`src/rtl/dasc_pkg.sv`:
```
// shared constants, item types and control structs for the decimal add/sub/compare block
package dasc_pkg;

    localparam int DIGITS    = 32;
    localparam int IDX_W     = $clog2(DIGITS);
    localparam int CNT_W     = $clog2(DIGITS + 1);
    localparam int DIG_W     = 4;
    localparam int RADIX     = 10;
    localparam int MAX_DIGIT = 9;

    localparam logic [1:0] CMP_LT = 2'd0;
    localparam logic [1:0] CMP_EQ = 2'd1;
    localparam logic [1:0] CMP_GT = 2'd2;

    localparam logic OP_ADD = 1'b0;
    localparam logic OP_SUB = 1'b1;

    typedef struct packed {
        logic             operation;
        logic [DIG_W-1:0] digit_a;
        logic [DIG_W-1:0] digit_b;
        logic             last;
    } t_in;

    typedef struct packed {
        logic [DIG_W-1:0] digit;
        logic             negative;
        logic [1:0]       compare;
        logic             overflow;
        logic             last_digit;
    } t_out;

    typedef struct packed {
        logic load;
        logic issue;
        logic carry;
        logic put;
    } t_cmd;

    typedef struct packed {
        logic iss_last;
        logic top_zero;
        logic out_free;
    } t_sts;

endpackage

```
`src/rtl/dasc_dp.sv`:
```
// datapath: operand and result memories, digit-serial add/subtract, running compare, output register
module dasc_dp (
    input  logic            i_clk,
    input  logic            i_rst_n,
    input  dasc_pkg::t_cmd  i_cmd,
    input  dasc_pkg::t_in   i_in_item,
    input  logic            i_out_stall,
    output dasc_pkg::t_sts  o_sts,
    output logic            o_out_valid,
    output dasc_pkg::t_out  o_out_item
);

    logic [dasc_pkg::DIG_W-1:0] mem_a [dasc_pkg::DIGITS];
    logic [dasc_pkg::DIG_W-1:0] mem_b [dasc_pkg::DIGITS];
    logic [dasc_pkg::DIG_W-1:0] mem_r [dasc_pkg::DIGITS + 1];

    logic [dasc_pkg::CNT_W-1:0] r_cnt;
    logic                       r_ovf;
    logic [1:0]                 r_cmp;
    logic                       r_op;
    logic [dasc_pkg::CNT_W-1:0] r_iss;
    logic                       r_cv;
    logic [dasc_pkg::CNT_W-1:0] r_widx;
    logic                       r_carry;
    logic [dasc_pkg::CNT_W-1:0] r_top;
    logic [dasc_pkg::DIG_W-1:0] r_rd_a;
    logic [dasc_pkg::DIG_W-1:0] r_rd_b;
    logic [dasc_pkg::DIG_W-1:0] r_rd_r;
    logic                       r_out_valid;
    dasc_pkg::t_out             r_out;

    logic [dasc_pkg::DIG_W-1:0] a_cl;
    logic [dasc_pkg::DIG_W-1:0] b_cl;
    logic                       full;
    logic                       wr_en;
    logic                       swap;
    logic [dasc_pkg::DIG_W-1:0] big;
    logic [dasc_pkg::DIG_W-1:0] small_d;
    logic [dasc_pkg::DIG_W:0]   sum5;
    logic                       sum_ge;
    logic [dasc_pkg::DIG_W:0]   sub_part;
    logic                       borrow;
    logic [dasc_pkg::DIG_W-1:0] add_d;
    logic [dasc_pkg::DIG_W-1:0] sub_d;
    logic [dasc_pkg::DIG_W-1:0] res_d;
    logic                       res_c;
    logic                       carry_we;
    logic                       res_we;
    logic [dasc_pkg::DIG_W-1:0] res_wdata;

    // clamp input digits
    assign a_cl = (i_in_item.digit_a > dasc_pkg::DIG_W'(dasc_pkg::MAX_DIGIT))
                ? dasc_pkg::DIG_W'(dasc_pkg::MAX_DIGIT) : i_in_item.digit_a;
    assign b_cl = (i_in_item.digit_b > dasc_pkg::DIG_W'(dasc_pkg::MAX_DIGIT))
                ? dasc_pkg::DIG_W'(dasc_pkg::MAX_DIGIT) : i_in_item.digit_b;

    assign full  = (r_cnt == dasc_pkg::CNT_W'(dasc_pkg::DIGITS));
    assign wr_en = i_cmd.load && !full;

    // digit stage
    assign swap    = (r_cmp == dasc_pkg::CMP_LT);
    assign big     = swap ? r_rd_b : r_rd_a;
    assign small_d = swap ? r_rd_a : r_rd_b;

    assign sum5   = {1'b0, r_rd_a} + {1'b0, r_rd_b} + {{dasc_pkg::DIG_W{1'b0}}, r_carry};
    assign sum_ge = (sum5 >= (dasc_pkg::DIG_W + 1)'(dasc_pkg::RADIX));
    assign add_d  = sum_ge ? dasc_pkg::DIG_W'(sum5 - (dasc_pkg::DIG_W + 1)'(dasc_pkg::RADIX))
                           : sum5[dasc_pkg::DIG_W-1:0];

    assign sub_part = {1'b0, small_d} + {{dasc_pkg::DIG_W{1'b0}}, r_carry};
    assign borrow   = ({1'b0, big} < sub_part);
    assign sub_d    = borrow
        ? dasc_pkg::DIG_W'({1'b0, big} + (dasc_pkg::DIG_W + 1)'(dasc_pkg::RADIX) - sub_part)
        : dasc_pkg::DIG_W'({1'b0, big} - sub_part);

    assign res_d = (r_op == dasc_pkg::OP_SUB) ? sub_d : add_d;
    assign res_c = (r_op == dasc_pkg::OP_SUB) ? borrow : sum_ge;

    // extra leading one after an addition carry
    assign carry_we  = i_cmd.carry && (r_op == dasc_pkg::OP_ADD) && r_carry;
    assign res_we    = r_cv || carry_we;
    assign res_wdata = r_cv ? res_d : dasc_pkg::DIG_W'(1);

    always_ff @(posedge i_clk) begin
        if (wr_en) begin
            mem_a[r_cnt[dasc_pkg::IDX_W-1:0]] <= a_cl;
            mem_b[r_cnt[dasc_pkg::IDX_W-1:0]] <= b_cl;
        end
        r_rd_a <= mem_a[r_iss[dasc_pkg::IDX_W-1:0]];
        r_rd_b <= mem_b[r_iss[dasc_pkg::IDX_W-1:0]];
    end

    always_ff @(posedge i_clk) begin
        if (res_we) begin
            mem_r[r_widx] <= res_wdata;
        end
        r_rd_r <= mem_r[r_top];
    end

    always_ff @(posedge i_clk) begin
        if (!i_rst_n) begin
            r_cnt       <= '0;
            r_ovf       <= 1'b0;
            r_cmp       <= dasc_pkg::CMP_EQ;
            r_op        <= dasc_pkg::OP_ADD;
            r_iss       <= '0;
            r_cv        <= 1'b0;
            r_widx      <= '0;
            r_carry     <= 1'b0;
            r_top       <= '0;
            r_out_valid <= 1'b0;
        end else begin
            r_cv <= i_cmd.issue;
            if (i_cmd.load) begin
                if (!full) begin
                    r_cnt <= r_cnt + dasc_pkg::CNT_W'(1);
                    if (a_cl > b_cl) begin
                        r_cmp <= dasc_pkg::CMP_GT;
                    end else if (a_cl < b_cl) begin
                        r_cmp <= dasc_pkg::CMP_LT;
                    end
                end else begin
                    r_ovf <= 1'b1;
                end
                if (i_in_item.last) begin
                    r_op <= i_in_item.operation;
                end
                r_iss   <= '0;
                r_widx  <= '0;
                r_carry <= 1'b0;
                r_top   <= '0;
            end
            if (i_cmd.issue) begin
                r_iss <= r_iss + dasc_pkg::CNT_W'(1);
            end
            if (r_cv) begin
                r_widx  <= r_widx + dasc_pkg::CNT_W'(1);
                r_carry <= res_c;
                if (res_d != '0) begin
                    r_top <= r_widx;
                end
            end
            if (carry_we) begin
                r_top <= r_widx;
            end
            if (i_cmd.put) begin
                r_out_valid <= 1'b1;
                if (r_top == '0) begin
                    r_cnt <= '0;
                    r_ovf <= 1'b0;
                    r_cmp <= dasc_pkg::CMP_EQ;
                end else begin
                    r_top <= r_top - dasc_pkg::CNT_W'(1);
                end
            end else if (!i_out_stall) begin
                r_out_valid <= 1'b0;
            end
        end
    end

    always_ff @(posedge i_clk) begin
        if (i_cmd.put) begin
            r_out.digit      <= r_rd_r;
            r_out.negative   <= (r_op == dasc_pkg::OP_SUB) && swap;
            r_out.compare    <= r_cmp;
            r_out.overflow   <= r_ovf;
            r_out.last_digit <= (r_top == '0);
        end
    end

    assign o_sts.iss_last = (r_iss == (r_cnt - dasc_pkg::CNT_W'(1)));
    assign o_sts.top_zero = (r_top == '0);
    assign o_sts.out_free = !r_out_valid || !i_out_stall;

    assign o_out_valid = r_out_valid;
    assign o_out_item  = r_out;

endmodule

```
`src/rtl/dasc_ctrl.sv`:
```
// controller: sequences load, digit pass, carry fixup and result emission
module dasc_ctrl (
    input  logic            i_clk,
    input  logic            i_rst_n,
    input  logic            i_in_valid,
    input  logic            i_last,
    input  dasc_pkg::t_sts  i_sts,
    output logic            o_in_stall,
    output dasc_pkg::t_cmd  o_cmd
);

    // emission alternates read and put; tracked as a sixth state
    typedef enum logic [5:0] {
        S_LOAD    = 6'b000001,
        S_CALC    = 6'b000010,
        S_FINISH  = 6'b000100,
        S_CARRY   = 6'b001000,
        S_EMIT_RD = 6'b010000,
        S_EMIT_PT = 6'b100000
    } t_state;

    t_state r_state;
    t_state n_state;

    always_comb begin
        n_state       = r_state;
        o_cmd         = '0;
        o_in_stall    = 1'b1;
        case (r_state)
            S_LOAD: begin
                o_in_stall = 1'b0;
                o_cmd.load = i_in_valid;
                if (i_in_valid && i_last) begin
                    n_state = S_CALC;
                end
            end
            S_CALC: begin
                o_cmd.issue = 1'b1;
                if (i_sts.iss_last) begin
                    n_state = S_FINISH;
                end
            end
            S_FINISH: begin
                n_state = S_CARRY;
            end
            S_CARRY: begin
                o_cmd.carry = 1'b1;
                n_state     = S_EMIT_RD;
            end
            S_EMIT_RD: begin
                n_state = S_EMIT_PT;
            end
            S_EMIT_PT: begin
                if (i_sts.out_free) begin
                    o_cmd.put = 1'b1;
                    n_state   = i_sts.top_zero ? S_LOAD : S_EMIT_RD;
                end
            end
            default: begin
                n_state = S_LOAD;
            end
        endcase
    end

    always_ff @(posedge i_clk) begin
        if (!i_rst_n) begin
            r_state <= S_LOAD;
        end else begin
            r_state <= n_state;
        end
    end

endmodule

```
`src/rtl/decimal_add_sub_compare.sv`:
```
// top level of the decimal add/subtract/compare block
// sequence: after the item with last is taken, the stored digit pairs are issued, then come the
//   finish, the carry fixup, the result read and the put into the output register
// throughput: one digit pair per cycle while loading; each result item needs a registered read
//   of the result memory before it is put, and a stalled output holds the put
// reset: synchronous active low; clears the controller, digit count, flags and output valid
module decimal_add_sub_compare (
    input  logic            i_clk,
    input  logic            i_rst_n,
    input  logic            i_in_valid,
    output logic            o_in_stall,
    input  dasc_pkg::t_in   i_in_item,
    output logic            o_out_valid,
    input  logic            i_out_stall,
    output dasc_pkg::t_out  o_out_item
);

    dasc_pkg::t_cmd cmd;
    dasc_pkg::t_sts sts;

    dasc_ctrl u_ctrl (
        .i_clk      (i_clk),
        .i_rst_n    (i_rst_n),
        .i_in_valid (i_in_valid),
        .i_last     (i_in_item.last),
        .i_sts      (sts),
        .o_in_stall (o_in_stall),
        .o_cmd      (cmd)
    );

    dasc_dp u_dp (
        .i_clk       (i_clk),
        .i_rst_n     (i_rst_n),
        .i_cmd       (cmd),
        .i_in_item   (i_in_item),
        .i_out_stall (i_out_stall),
        .o_sts       (sts),
        .o_out_valid (o_out_valid),
        .o_out_item  (o_out_item)
    );

endmodule

```
`config.mk`:
```
export PLATFORM = sky130hd
export DESIGN_NAME = decimal_add_sub_compare
export DESIGN_NICKNAME = d
export VERILOG_FILES = /design/src/rtl/dasc_pkg.sv /design/src/rtl/dasc_dp.sv /design/src/rtl/dasc_ctrl.sv /design/src/rtl/decimal_add_sub_compare.sv
export SDC_FILE = /design/constraint.sdc
export NUM_CORES = 1
export LEC_CHECK = 0
export BUFFER_PORTS_ARGS = -buffer_cell sky130_fd_sc_hd__buf_2
export CORE_MARGIN = 10
export CORE_UTILIZATION = 30
export DETAILED_ROUTE_END_ITERATION = 8
export HOLD_SLACK_MARGIN = 0.06
export PLACE_DENSITY = 0.49
export REMOVE_ABC_BUFFERS = 1
export SLEW_MARGIN = 20
export SYNTH_ARGS = -nofsm -noshare
export SYNTH_HDL_FRONTEND = slang
export SYNTH_SLANG_ARGS = --single-unit
export TNS_END_PERCENT = 20
```
`constraint.sdc`:
```
create_clock -name i_clk -period 4 [get_ports i_clk]
set_input_delay 0 -clock i_clk [delete_from_list [all_inputs] [get_ports i_clk]]
set_output_delay 0 -clock i_clk [all_outputs]
set_load 0.03 [all_outputs]
```
# == Word-level counts from Yosys, hierarchy flattened ==
# Memories as Yosys holds them, arrays and structs flattened. A register that Yosys moved wholly into a read port is not among the register bits.
# Index checks and enable logic that the tools add are counted.
# word_totals
ff_bits,46
ramBits,388
inputBits,14
out_inout_bits,11
word_cells,118
memories,3
# op_classes
addsub,12
n_lt_le_gt_ge,6
n_eq_ne,12
mux,51
bitwise_logic,1
n_reduce_logical,17
# mem_list
memory,words,word_bits,rd,rd_ports_with_merged_regs,wr,line_no,source
u_dp.mem_r,33,4,1,1,1,dasc_dp.sv:15,logic [dasc_pkg::DIG_W-1:0] mem_r [dasc_pkg::DIGITS + 1];
u_dp.mem_a,32,4,1,1,1,dasc_dp.sv:13,logic [dasc_pkg::DIG_W-1:0] mem_a [dasc_pkg::DIGITS];
u_dp.mem_b,32,4,1,1,1,dasc_dp.sv:14,logic [dasc_pkg::DIG_W-1:0] mem_b [dasc_pkg::DIGITS];
# op_table
operator,n
$mux 6,16
$pmux 6 s6,1
$mux 4,8
$mux 1,19
$add 6x1->6 const B,3
$eq 6x6->1 const B,2
$mux 2,6
$sub 6x1->6 const B,2
$gt 4x4->1 const B,2
$sub 4x4->4,2
$eq 6x1->1 const B,1
$eq 6x2->1 const B,1
$eq 6x3->1 const B,1
$eq 6x4->1 const B,1
$eq 6x5->1 const B,1
$eq 6x6->1,1
$logic_not 6->1,1
$add 4x1->5,1
$add 4x4->5,1
$add 5x1->5,1
$ge 5x4->1 const B,1
$logic_and 1x1->1,5
$lt 4x5->1,1
$mux 5,1
14 further kinds,20

# == Longest topological paths before layout ==
# Gate-level depths: netlist of run 1.
# depth
word_depth,12
ltp_mapped,19
ltp_nobuf,18

# == By module ==
# From an unflattened synthesis of run 1, not the netlist that was laid out.
# unflattened
cells_unflattened,1067
hier_area_um2,18680.4
# modules_own_cells
mod,n_inst,cells_per_inst,area_each_um2,seq_area_each_um2
dasc_dp,1,1022,18316.3,12782.3
dasc_ctrl,1,45,364.1,120.1

# == Worst setup path before layout of run 1 ==
# Ideal clock, no wire load.
# synth_path
path_kind,reg-to-reg
from,register u_dp.r_cmp[1]
to,memory u_dp.mem_r[0][3] (netlist bit) (data pin)
setup_ns,0.356
arrival_time_ns,3.707
required_ns,3.644
path_slack_ns,-0.063
stages_incl_launch_ff,18
n_path_buf,1
period_less_slack_ns,4.063
path_cell_list,dfxtp_1 nor2_1 buf_1 o21ai_0 ha_1 ha_1 inv_1 ha_1 inv_1 ha_1 inv_1 fa_1 xnor2_1 xnor2_1 o22ai_1 nor2_1 nor2_1 nor2_1
# synth_between
elab_chain_len,7
word_cells_on_any_way,11
classes_between,add/sub: 4; order compare: 1; mux: 5; reduce/logical: 1
# synth_lines
item,line_no,source
"start, declared",dasc_dp.sv:19,logic [1:0] r_cmp;
"start signal, assigned",dasc_dp.sv:104,r_cmp <= dasc_pkg::CMP_EQ;
"start signal, assigned",dasc_dp.sv:118,r_cmp <= dasc_pkg::CMP_GT;
"start signal, assigned",dasc_dp.sv:120,r_cmp <= dasc_pkg::CMP_LT;
$logic_not 2->1 (*),dasc_dp.sv:61,assign swap = (r_cmp == dasc_pkg::CMP_LT);
"$mux 4, on equally long branches","dasc_dp.sv:63, dasc_dp.sv:62",
$add 4x1->5 / $add 4x4->4 (equally long branches),"dasc_dp.sv:70, dasc_dp.sv:73",
"$sub 4x4->4, or another cell as far along",dasc_dp.sv:74,": dasc_pkg::DIG_W'({1'b0, big} - sub_part);"
$mux 4 (*),dasc_dp.sv:73,"? dasc_pkg::DIG_W'({1'b0, big} + (dasc_pkg::DIG_W + 1)'(dasc_pkg::RADIX) - sub_part)"
$mux 4 (*),dasc_dp.sv:76,assign res_d = (r_op == dasc_pkg::OP_SUB) ? sub_d : add_d;
$mux 4 (*),dasc_dp.sv:82,assign res_wdata = r_cv ? res_d : dasc_pkg::DIG_W'(1);
net u_dp.res_wdata (one bit),dasc_dp.sv:49,logic [dasc_pkg::DIG_W-1:0] res_wdata;
"end, declared",dasc_dp.sv:15,
# Mark *: on every way through the listed nets, which the timed path passes. The rest lies on a longest branch.

# == Worst setup path after layout of run 1 ==
# layout_path
from,register u_dp.r_cmp[1]
to,register u_dp.r_top[0] (netlist bit)
# layout_between
elab_chain_len,12
word_cells_on_any_way,16
classes_between,add/sub: 4; order compare: 1; mux: 9; reduce/logical: 2
# layout_lines
item,line_no,source
$logic_not 2->1 (*),dasc_dp.sv:61,
"$mux 4, on equally long branches","dasc_dp.sv:63, dasc_dp.sv:62",
$add 4x1->5 / $add 4x4->4 (equally long branches),"dasc_dp.sv:70, dasc_dp.sv:73",
"$sub 4x4->4, or another cell as far along",dasc_dp.sv:74,
$mux 4 (*),dasc_dp.sv:73,
$mux 4 (*),dasc_dp.sv:76,
$reduce_bool 4->1 (*),dasc_dp.sv:139,if (res_d != '0) begin
$mux 6 (*),dasc_dp.sv:139,
$mux 6 (*),dasc_dp.sv:136,if (r_cv) begin
$mux 6 (*),dasc_dp.sv:143,if (carry_we) begin
$mux 6,dasc_dp.sv:148,if (r_top == '0) begin
$mux 6 (*),dasc_dp.sv:146,if (i_cmd.put) begin
"end signal, assigned",dasc_dp.sv:140,r_top <= r_widx;
"end signal, assigned",dasc_dp.sv:144,r_top <= r_widx;
"end signal, assigned",dasc_dp.sv:153,r_top <= r_top - dasc_pkg::CNT_W'(1);
"end, declared",dasc_dp.sv:25,logic [dasc_pkg::CNT_W-1:0] r_top;
# Every way passes the cells marked *; elsewhere a longest branch is shown, timed or not.
# A chain may end at the register's enable or synchronous reset.

==> qor.txt, run 1 <==
number of synthesized register bits = 446
cell count after synthesis = 1092
Cell Chain, Critical Path = nor2_2 > buf_4 > o21ai_0 > ha_1 > inv_1 > ha_1 > inv_1 > ha_1 > inv_1 > fa_1 > xnor2_1 > xnor2_1 > o22ai_1 > a32oi_4 > o32ai_4 > buf_12 > mux2i_1 > a21oi_1
EDFF count, synth = 397
detailed-placement wirelength estimate = 27870 µm
clk_lat worst skew = 580 ps
DR vias = 9761
DRC viols = 0
Min-Delay Startpoint = i_in_item[8]
initial antenna violation count = 0
PD cells = 467.9 mW/mm²
RD Place Congestion = 0.7674
Synth Flop Type = edfxtp_1
sequential area share after synthesis = 68.79%
Reg-to-Reg End = u_dp.r_top[0]$_SDFF_PN0_
vias per inst = 4.773
TNS Setup = 0 ps
CTS tree = yes
post-route minimum period = 3677 ps
Crit path largest cell delay = 370 ps
TritonRoute pass-1 iters = 6
fin util = 35.23%
P&R area growth vs syn = 16.12%
CP Max Fanout = 10
placed cells = 1952
fraction of layout cells with a size suffix above 1 = 24.83%
RSZ-0062 raised after global routing = no
Internal = 7.938 mW
first-pass GRT wire length = 65470 µm
worst vdd ir = 0.2450 mV
Psw = 2.252 mW
Hold Path Depth = 2
Clock transition at path regs = 60 ps
Hold Fails Final Rpt = 0
Inserted Diodes = 0
Fin Clk Skew = 23.27 ps
Crit path required time = 4430 ps
crit path setup slack, layout = 322.7 ps
Slew HR = 33.59%
initial core utilization = 30.34%
post-synthesis cell area = 0.01876 mm²
Tcrit/Tclk final = 91.93%
Final nets = 1220
clock root cell = clkbuf_16
DP Area = 0.02015 mm²
part of the power in registers = 50.4%
overall power = 10.19 mW
clock share of power = 41.9%
Non-Filler Instances = 2045
CTS H-tree depth = 2
DIE AREA = 0.07292 mm²
YS warnings = 0
grt total ovfl = 0
Setup-failing EPs final = 0
R2R Path Start = u_dp.r_cmp[1]$_SDFF_PN0_
Comb pwr share = 7.7%
Synth cell types = 76
status = complete, no violations
worst-margin pin slew = 990.0 ps
Pleak = 7.107 nW
Final Instance Area = 0.02178 mm²
CTS buffer count = 48
number of max-slew violations in the final report = 0
FMAX = 0.2719 GHz
pin count of the biggest net entering global routing = 69
all-layer global routing usage = 11.72%
initial drt markers = 796
core footprint = 0.06183 mm²
crit path kind = flip-flop to flip-flop
CP Data Arrival Time = 4110 ps
I/O pins = 25
deepest clock path buffer count = 3
Sw Ratio = 22.10%
Detail Route Antenna Nets = 0
Die Wd = 270.0 µm
final hold slack = 83.25 ps
HP Class = input port to flip-flop
number of global-route vias before repair = 10100
Avg Cell Area, Syn = 17.18 µm²
critical path capture point type = flip-flop
drt wl/cell = 20.93 µm
Place WS = 202.1 ps
Post-synth ARST share = 0%
Setup crit start kind = flip-flop
TritonCTS Sinks = 446
Routed Wire Length = 42810 µm
Die Y = 270.0 µm
r2r setup slk = 320 ps
CP max-delay cell = fa_1
Hold Path End = u_dp.mem_a[28][3]$_DFFE_PP_
FP Rows = 91
max_cap viols = 0
PortBufs = 24
R2R cell count = 18
[cells in the final DEF (no fill, tap or decap), types with 4 or more instances in the layout]
| cell type | synthesis | routed |
|---|---|---|
| a21oi_1 | 25 | 25 |
| clkbuf_16 | 0 | 50 |
| buf_2 | 8 | 24 |
| xnor2_1 | 16 | 16 |
| a31oi_1 | 8 | 8 |
| nand2b_1 | 6 | 6 |
| dfxtp_1 | 49 | 46 |
| fa_1 | 4 | 4 |
| o211ai_1 | 4 | 4 |
| xor2_1 | 6 | 6 |
| dlygate4sd3_1 | 0 | 10 |
| o22ai_1 | 5 | 5 |
| mux4_2 | 111 | 111 |
| clkinv_2 | 0 | 8 |
| nor3_1 | 23 | 23 |
| inv_1 | 34 | 31 |
| clkinv_1 | 1 | 14 |
| and3_1 | 7 | 7 |
| nand3b_1 | 6 | 6 |
| bufinv_16 | 0 | 4 |
| nor2_1 | 89 | 87 |
| nor4_2 | 1 | 4 |
| clkbuf_1 | 35 | 6 |
| nand3_1 | 18 | 18 |
| nand2_1 | 48 | 48 |
| mux2_2 | 12 | 12 |
| nor2b_1 | 10 | 8 |
| o21a_1 | 6 | 6 |
| buf_4 | 3 | 50 |
| edfxtp_1 | 397 | 397 |
| ha_1 | 26 | 26 |
| mux2i_1 | 22 | 22 |
| o21ai_1 | 6 | 6 |
| o21ai_0 | 27 | 26 |
| buf_12 | 0 | 4 |
| and2_1 | 11 | 11 |
[cells by family after synthesis]
group	count (synthesis)	synth area share [%]
XOR/XNOR	23	1.114
flip-flops	446	68.79
AND/OR/NAND/NOR	249	6.604
AO/OA/AOI/OAI	108	3.936
buffers and inverters	89	2.028
adder cells (fa/ha/maj)	30	2.161
multiplexers	147	15.36
[worst max-delay path: cells and delay by family (launching register included)]
| kind | cells | cell delay, ps |
|---|---|---|
| flops | 1 | 310 |
| mux | 1 | 180 |
| xor+xnor | 2 | 270 |
| buf+inv | 5 | 550 |
| fa+ha+maj | 4 | 1140 |
| simple gates | 1 | 190 |
| compound gates | 5 | 900 |
[registers in the layout (all words and copies together), names as in the netlist]
register,count
u_ctrl.r_state,6
u_dp.mem_a,128
u_dp.mem_b,128
u_dp.mem_r,132
u_dp.o_out_item,9
u_dp.o_out_valid,1
u_dp.r_carry,1
u_dp.r_cmp,2
u_dp.r_cnt,6
u_dp.r_cv,1
u_dp.r_iss,6
u_dp.r_op,1
u_dp.r_ovf,1
u_dp.r_rd_a,4
u_dp.r_rd_b,4
u_dp.r_rd_r,4
u_dp.r_top,6
u_dp.r_widx,6
[cell usage after synthesis, types with 5 or more instances]
cell type,number,area share [%]
edfxtp_1,397,64
mux4_2,111,13
nor2_1,89,1.8
dfxtp_1,49,5.2
nand2_1,48,0.96
clkbuf_1,35,0.70
inv_1,34,0.68
o21ai_0,27,0.72
ha_1,26,1.7
a21oi_1,25,0.67
nor3_1,23,0.61
mux2i_1,22,1.2
nand3_1,18,0.48
xnor2_1,16,0.75
mux2_2,12,0.72
and2_1,11,0.37
nor2b_1,10,0.33
a31oi_1,8,0.27
buf_2,8,0.21
and3_1,7,0.23
nand2b_1,6,0.20
nand3b_1,6,0.24
o21a_1,6,0.24
o21ai_1,6,0.16
xor2_1,6,0.28
buf_1,5,0.10
o22ai_1,5,0.17
[worst max-delay path by stage]
stage	startpoint	to	slack, ps	depth (start not counted)
after global placement	u_dp.r_cmp[1]$_SDFF_PN0_	u_dp.r_top[0]$_SDFF_PN0_	260	17
after floorplan	u_dp.r_iss[0]$_SDFFE_PN0P_	u_dp.r_rd_a[0]$_DFF_P_	-310	3
after global routing	u_dp.r_cmp[1]$_SDFF_PN0_	u_dp.r_top[0]$_SDFF_PN0_	100	19
final	u_dp.r_cmp[1]$_SDFF_PN0_	u_dp.r_top[0]$_SDFF_PN0_	320	18
after CTS	u_dp.r_cmp[1]$_SDFF_PN0_	u_dp.r_top[0]$_SDFF_PN0_	190	17
after detailed placement	u_dp.r_cmp[1]$_SDFF_PN0_	u_dp.r_top[0]$_SDFF_PN0_	200	17
[power groups by stage]
stage | clock network (mW) | logic, mW | registers, mW
finish | 4.27 | 0.783 | 5.14
global route | 4.60 | 0.870 | 5.14
CTS | 4.41 | 0.797 | 5.13
detailed placement | 0 | 0.784 | 5.23
global placement | 0 | 0.780 | 5.23
floorplan | 0 | 0.540 | 5.23
[what timing repair did]
item | CTS | global route
hold buffers | 10 | 0
buffers inserted | 0 | 1
setup endpoints to repair | 0 | 3
endpoints found under the hold margin | 44 | 0
gates resized for setup | 0 | 1
[layer usage]
layer | wire (µm) | up-vias | part of all wire (%) | track usage [%]
met2 | 20370 | 205 | 48 | 18.59
met3 | 1927 | 53 | 4.5 | 1.947
met4 | 841 | 0 | 2.0 | 3.297
li1 | - | 4455 | - | -
met1 | 19670 | 5048 | 46 | 16.32
met5 | 0 | - | 0 | 0
[area by class of cell]
cell class                 count  area (µm²)
clock buffer                  56        1274
tap                          837        1047
timing repair buffer          88       675.6
sequential                   446       12910
fill                        5829       40050
inverter                      35       131.4
multi-input combinational    557        5505
clock inverter                26       236.5
(Power assumes the default switching activity.)
==> run 2, diff against run 1 <==
--- a/config.mk
+++ b/config.mk
@@ -7,11 +7,10 @@
 export LEC_CHECK = 0
 export BUFFER_PORTS_ARGS = -buffer_cell sky130_fd_sc_hd__buf_2
 export CORE_MARGIN = 10
-export CORE_UTILIZATION = 30
+export CORE_UTILIZATION = 40
 export DETAILED_ROUTE_END_ITERATION = 8
 export HOLD_SLACK_MARGIN = 0.06
-export PLACE_DENSITY = 0.49
-export REMOVE_ABC_BUFFERS = 1
+export PLACE_DENSITY = 0.61
 export SLEW_MARGIN = 20
 export SYNTH_ARGS = -nofsm -noshare
 export SYNTH_HDL_FRONTEND = slang
==> run 2 against run 1 <==
Effect of this change:
- largest power group unchanged
- first-iteration DRC count down 11%
- global-route usage up 2.2 points
- worst setup slack worse by 16 ps
- register-to-register slack worse by 20 ps
- combinational power up 2%
- critical path depth unchanged
==> qor.txt, run 2 (synthesis results as in run 1) <==
Reg-to-Reg End = u_dp.r_top[1]$_SDFF_PN0_
clock share of power = 41.7%
Crit path required time = 4440 ps
crit path kind = flip-flop to flip-flop
Fin Clk Skew = 19.74 ps
max_cap viols = 0
fin util = 45.98%
Final nets = 1204
CP Max Fanout = 10
FMAX = 0.2708 GHz
deepest clock path buffer count = 3
final hold slack = 117.5 ps
crit-path most repeated cell = ha_1
Routed Wire Length = 39040 µm
I/O pins = 25
FP Rows = 79
worst vdd ir = 0.3319 mV
CTS tree = yes
first-pass GRT wire length = 60500 µm
grt total ovfl = 0
PD cells = 476.7 mW/mm²
critical path capture point type = flip-flop
core footprint = 0.04646 mm²
Setup crit start kind = flip-flop
TritonRoute pass-1 iters = 5
initial core utilization = 40.37%
fraction of layout cells with a size suffix above 1 = 23.33%
overall power = 10.18 mW
Tcrit/Tclk final = 92.32%
DIE AREA = 0.05595 mm²
most frequent cells in the layout = edfxtp_1 (397), mux4_2 (111), nor2_1 (88)
Internal = 7.949 mW
number of max-slew violations in the final report = 0
Largest Register = u_dp.mem_r
r2r setup slk = 310 ps
Pleak = 7.032 nW
Hold Fails Final Rpt = 0
RSZ-0062 raised after global routing = no
worst-margin pin slew = 1051 ps
Fill cells = 3961
RD Place Congestion = 0.8117
CTS buffer count = 47
CTS H-tree depth = 2
vias per inst = 5.383
TritonCTS Sinks = 446
CP max-delay cell = o32ai_4
clock root cell = clkbuf_16
number of global-route vias before repair = 10010
CP Data Arrival Time = 4130 ps
Clock transition at path regs = 60 ps
HP Class = input port to flip-flop
all-layer global routing usage = 13.90%
Crit path largest cell delay = 460 ps
max reg flops = 132
DR vias = 9706
Slew HR = 29.86%
drt wl/cell = 21.65 µm
DRC viols = 0
status = complete, no violations
Psw = 2.233 mW
pin count of the biggest net entering global routing = 42
R2R Path Start = u_dp.r_cmp[1]$_SDFF_PN0_
commonest non-fill, non-tap cell in the layout = edfxtp_1
Detail Route Antenna Nets = 0
Hold Path End = u_dp.mem_a[20][1]$_DFFE_PP_
initial antenna violation count = 2
Sw Ratio = 21.93%
clk_lat worst skew = 580 ps
R2R cell count = 18
detailed-placement wirelength estimate = 25570 µm
Setup-failing EPs final = 0
Cell Chain, Critical Path = nor2_1 > o21ai_0 > ha_1 > ha_1 > inv_1 > ha_1 > inv_1 > ha_1 > inv_1 > fa_1 > xnor2_1 > xnor2_1 > o22ai_1 > buf_4 > a32oi_4 > o32ai_4 > mux2i_1 > a21oi_1
post-route minimum period = 3693 ps
Die Y = 236.5 µm
P&R area growth vs syn = 13.88%
PortBufs = 24
syn nets = 1136
initial drt markers = 707
Min-Delay Startpoint = i_in_item[6]
Comb pwr share = 7.8%
Inserted Diodes = 0
Hold Path Depth = 3
part of the power in registers = 50.4%
Die Wd = 236.5 µm
Post-CTS Setup Inserts = 0
[run 2: cell types whose count changed in the layout (fill, tap and decap cells not counted), sizes merged]
cell | before | now
dlygate4sd3 | 10 | 12
inv | 31 | 34
clkinvlp | 3 | 1
bufinv | 4 | 3
clkbuf | 56 | 69
clkinv | 23 | 13
buf | 78 | 61
[run 2: worst max path at each step]
| stage | from | end | slack, ps | depth (start not counted) |
|---|---|---|---|---|
| global placement | u_dp.r_cmp[1]$_SDFF_PN0_ | u_dp.mem_r[22][3]$_DFFE_PP_ | 90 | 16 |
| CTS | u_dp.r_cmp[1]$_SDFF_PN0_ | u_dp.r_top[0]$_SDFF_PN0_ | 310 | 18 |
| floorplan | u_dp.r_cmp[1]$_SDFF_PN0_ | u_dp.r_top[0]$_SDFF_PN0_ | 280 | 18 |
| finish | u_dp.r_cmp[1]$_SDFF_PN0_ | u_dp.r_top[1]$_SDFF_PN0_ | 310 | 18 |
| detailed placement | u_dp.r_cmp[1]$_SDFF_PN0_ | u_dp.mem_r[26][3]$_DFFE_PP_ | -30 | 16 |
| global route | u_dp.r_cmp[1]$_SDFF_PN0_ | u_dp.r_top[1]$_SDFF_PN0_ | 40 | 18 |
[run 2: power groups by stage]
stage               combinational (mW)  sequential, mW  clock [mW]
floorplan                        0.569            5.21           0
global placement                 0.772            5.23           0
detailed placement               0.787            5.23           0
CTS                              0.804            5.13        4.36
global route                     0.887            5.14        4.55
finish                           0.799            5.13        4.25
[run 2: worst max-delay path: cells and delay by family, from the launching register on]
family	cells	cell delay (ps)
adder cells (fa/ha/maj)	5	1340
AO/OA/AOI/OAI	5	900
buffers and inverters	4	320
flip-flops	1	310
XOR/XNOR	2	280
multiplexers	1	260
AND/OR/NAND/NOR	1	160
[run 2: layer usage]
layer | track usage [%] | share of wire, %
met4 | 5.346 | 2.9
met2 | 22.45 | 48
met5 | 0 | 0
met3 | 2.455 | 4.8
met1 | 18.43 | 44
[run 2: per-stage QoR]
| step | area [µm²] | cells | TNS (ps) | setup slack [ps] |
|---|---|---|---|---|
| 3_3_place_gp | 19720 | 1706 | 0 | 88.91 |
| 4_1_cts | 21360 | 1803 | 0 | 311.5 |
| 5_1_grt | 21360 | 1803 | 0 | 41.09 |
| 6_report | 21360 | 1803 | 0 | 307.0 |
| 3_5_place_dp | 19720 | 1706 | -976.7 | -30.64 |
| 2_1_floorplan | 18760 | 1092 | 0 | 278.9 |
[run 2: final cells by class]
type	instances	area (µm²)	area share, %
Tap cell	607	759.5	3.556
Clock inverter	16	173.9	0.8142
Timing Repair Buffer	73	555.5	2.601
Sequential cell	446	12910	60.44
Inverter	35	131.4	0.6151
Clock buffer	69	1340	6.274
Multi-Input combinational cell	557	5489	25.70
[run 2: repair_timing]
item / CTS / global route
setup endpoints to repair: 33 / 0
gates resized for setup: 1 / 0
endpoints found under the hold margin: 102 / 0
hold buffers: 12 / 0
==> run 3, diff against run 2 <==
--- a/config.mk
+++ b/config.mk
@@ -11,6 +11,7 @@
 export DETAILED_ROUTE_END_ITERATION = 8
 export HOLD_SLACK_MARGIN = 0.06
 export PLACE_DENSITY = 0.61
+export RECOVER_POWER = 50
 export SLEW_MARGIN = 20
 export SYNTH_ARGS = -nofsm -noshare
 export SYNTH_HDL_FRONTEND = slang
==> constraint.sdc (replaced) <==
create_clock -name i_clk -period 3.1 [get_ports i_clk]
set_input_delay 0 -clock i_clk [delete_from_list [all_inputs] [get_ports i_clk]]
set_output_delay 0 -clock i_clk [all_outputs]
set_load 0.03 [all_outputs]
==> run 3 against run 2 <==
Effect of this change:
- the flow now finishes with violations (capacitance limit, slew limit, setup timing)
- first-iteration DRC count grew 33%
- sequential power up 29%
- count of clock-buffer cells in the layout shrank 8
- critical endpoint is now u_dp.mem_r[14][3]$_DFFE_PP_
- largest cell class unchanged
- largest power group unchanged
- highest routed layer unchanged
==> qor.txt, run 3 (synthesis results as in run 1) <==
pin count of the biggest net entering global routing = 42
vias per inst = 5.351
commonest non-fill, non-tap cell in the layout = edfxtp_1
CTS H-tree depth = 2
max_cap viols = 1
DR vias = 9952
number of max-slew violations in the final report = 35
HP Class = input port to flip-flop
clk_lat worst skew = 580 ps
most frequent cells in the layout = edfxtp_1 (397), mux4_2 (111), nor2_1 (85)
FP Rows = 79
detailed-placement wirelength estimate = 26120 µm
max reg flops = 132
Detail Route Antenna Nets = 0
Setup crit start kind = flip-flop
Crit path required time = 3410 ps
RSZ-0062 raised after global routing = yes
TritonRoute pass-1 iters = 4
drt wl/cell = 21.60 µm
crit path kind = flip-flop to flip-flop
worst vdd ir = 0.4577 mV
Comb pwr share = 9.8%
crit path setup slack, layout = -171.6 ps
Place WS = -339.7 ps
DIE AREA = 0.05595 mm²
DP Area = 0.02022 mm²
Largest Register = u_dp.mem_r
DRC viols = 0
Slew HR = -2.174%
CP Max Fanout = 17
initial antenna violation count = 2
Non-Filler Instances = 1860
first-pass GRT wire length = 61910 µm
worst-margin pin slew = 1533 ps
FMAX = 0.3057 GHz
number of global-route vias before repair = 10080
Fin Clk Skew = 28.93 ps
clock root cell = clkbuf_16
fraction of layout cells with a size suffix above 1 = 27.21%
I/O pins = 25
failing checks = capacitance limit, slew limit, setup timing
TNS Setup = -5623 ps
Setup-failing EPs final = 42
core footprint = 0.04646 mm²
Sw Ratio = 22.85%
initial drt markers = 940
RD Place Congestion = 0.8080
grt total ovfl = 0
CP Data Arrival Time = 3580 ps
placed cells = 1755
Psw = 3.038 mW
all-layer global routing usage = 14.26%
Routed Wire Length = 40180 µm
deepest clock path buffer count = 3
Final Instance Area = 0.02193 mm²
clock share of power = 40.5%
Inserted Diodes = 0
Die Y = 236.5 µm
Hold Fails Final Rpt = 0
TritonCTS Sinks = 446
PD cells = 606.2 mW/mm²
status = finished with violations
post-route minimum period = 3272 ps
PortBufs = 24
Tcrit/Tclk final = 105.5%
P&R area growth vs syn = 16.93%
CTS buffer count = 46
initial core utilization = 40.37%
syn nets = 1136
overall power = 13.30 mW
Clock transition at path regs = 60 ps
Internal = 10.26 mW
critical path capture point type = flip-flop
Die Wd = 236.5 µm
part of the power in registers = 49.7%
CTS tree = yes
Pleak = 7.295 nW
Final nets = 1262
[run 3: cell types whose count changed in the layout (fill, tap and decap cells not counted), moves of 4 or more]
cell	previous run	this run
buf_4	34	73
clkbuf_1	15	30
buf_2	24	12
buf_6	0	6
ha_1	26	21
buf_12	3	7
clkbuf_8	6	2
clkinv_2	5	9
ha_4	0	4
inv_1	34	30
[run 3: stage by stage]
stage | utilization (%) | hold WS, ps
after detailed placement | 43.51 | 321.7
after floorplan | - | 138.3
after global routing | 47.21 | 118.7
after global placement | 43.51 | 300.8
final | 47.21 | 98.59
after CTS | 47.24 | 62.57
[run 3: path summary, 6_finish.rpt]
| check | startpoint | end | slack (ps) | depth (start not counted) |
|---|---|---|---|---|
| worst max register to register | u_dp.r_cmp[1]$_SDFF_PN0_ | u_dp.mem_r[14][3]$_DFFE_PP_ | -170 | 19 |
| worst min-delay path | i_in_valid | u_dp.r_top[2]$_SDFF_PN0_ | 100 | 5 |
| worst max-delay path | u_dp.r_cmp[1]$_SDFF_PN0_ | u_dp.mem_r[14][3]$_DFFE_PP_ | -170 | 19 |
| worst min register to register | u_dp.r_rd_r[0]$_DFF_P_ | u_dp.o_out_item[5]$_DFFE_PP_ | 400 | 0 |
[run 3: metal layers]
layer | track usage (%) | part of all wire, % | up-vias
met4 | 3.937 | 2.0 | 0
li1 | - | - | 4553
met2 | 22.18 | 47 | 231
met5 | 0 | 0 | -
met1 | 19.96 | 46 | 5117
met3 | 2.964 | 5.3 | 51
[run 3: what timing repair did]
item                                    in CTS  in global routing
gates resized for setup                     15                  6
hold buffers                                11                  0
endpoints found under the setup margin     105                106
pin swaps                                   14                  6
setup buffers                                7                  4
cloned                                       1                  0
hold endpoints to repair                    96                  0
[run 3: critical path, stage by stage (launching register included)]
cell	delay (ps)
dfxtp_4	350
nor2_4	140
nand2_1	60
o21ai_1	80
ha_2	220
ha_4	210
inv_4	60
ha_4	190
inv_2	60
ha_4	110
inv_2	30
fa_2	350
xnor2_2	150
xnor2_1	140
o22ai_2	230
buf_4	160
nor2_2	40
nor2_4	210
nor2_4	60
buf_12	160
[run 3: power groups by stage]
stage / Sequential, mW / Clock [mW] / Combinational [mW]
final: 6.61 / 5.38 / 1.30
after CTS: 6.61 / 5.51 / 1.28
after floorplan: 6.73 / 0 / 0.788
after global routing: 6.62 / 5.75 / 1.41
after detailed placement: 6.74 / 0 / 1.16
after global placement: 6.74 / 0 / 1.14
[run 3: layout make-up]
| cell class | count | area (µm²) |
|---|---|---|
| clock buffers | 61 | 1270 |
| clock inverters | 22 | 211.5 |
| fillers | 3939 | 24530 |
| inverters | 35 | 133.9 |
| multi-input cells | 558 | 5620 |
| flip-flops and latches | 446 | 12920 |
| well taps | 607 | 759.5 |
| repair buffers | 131 | 1020 |
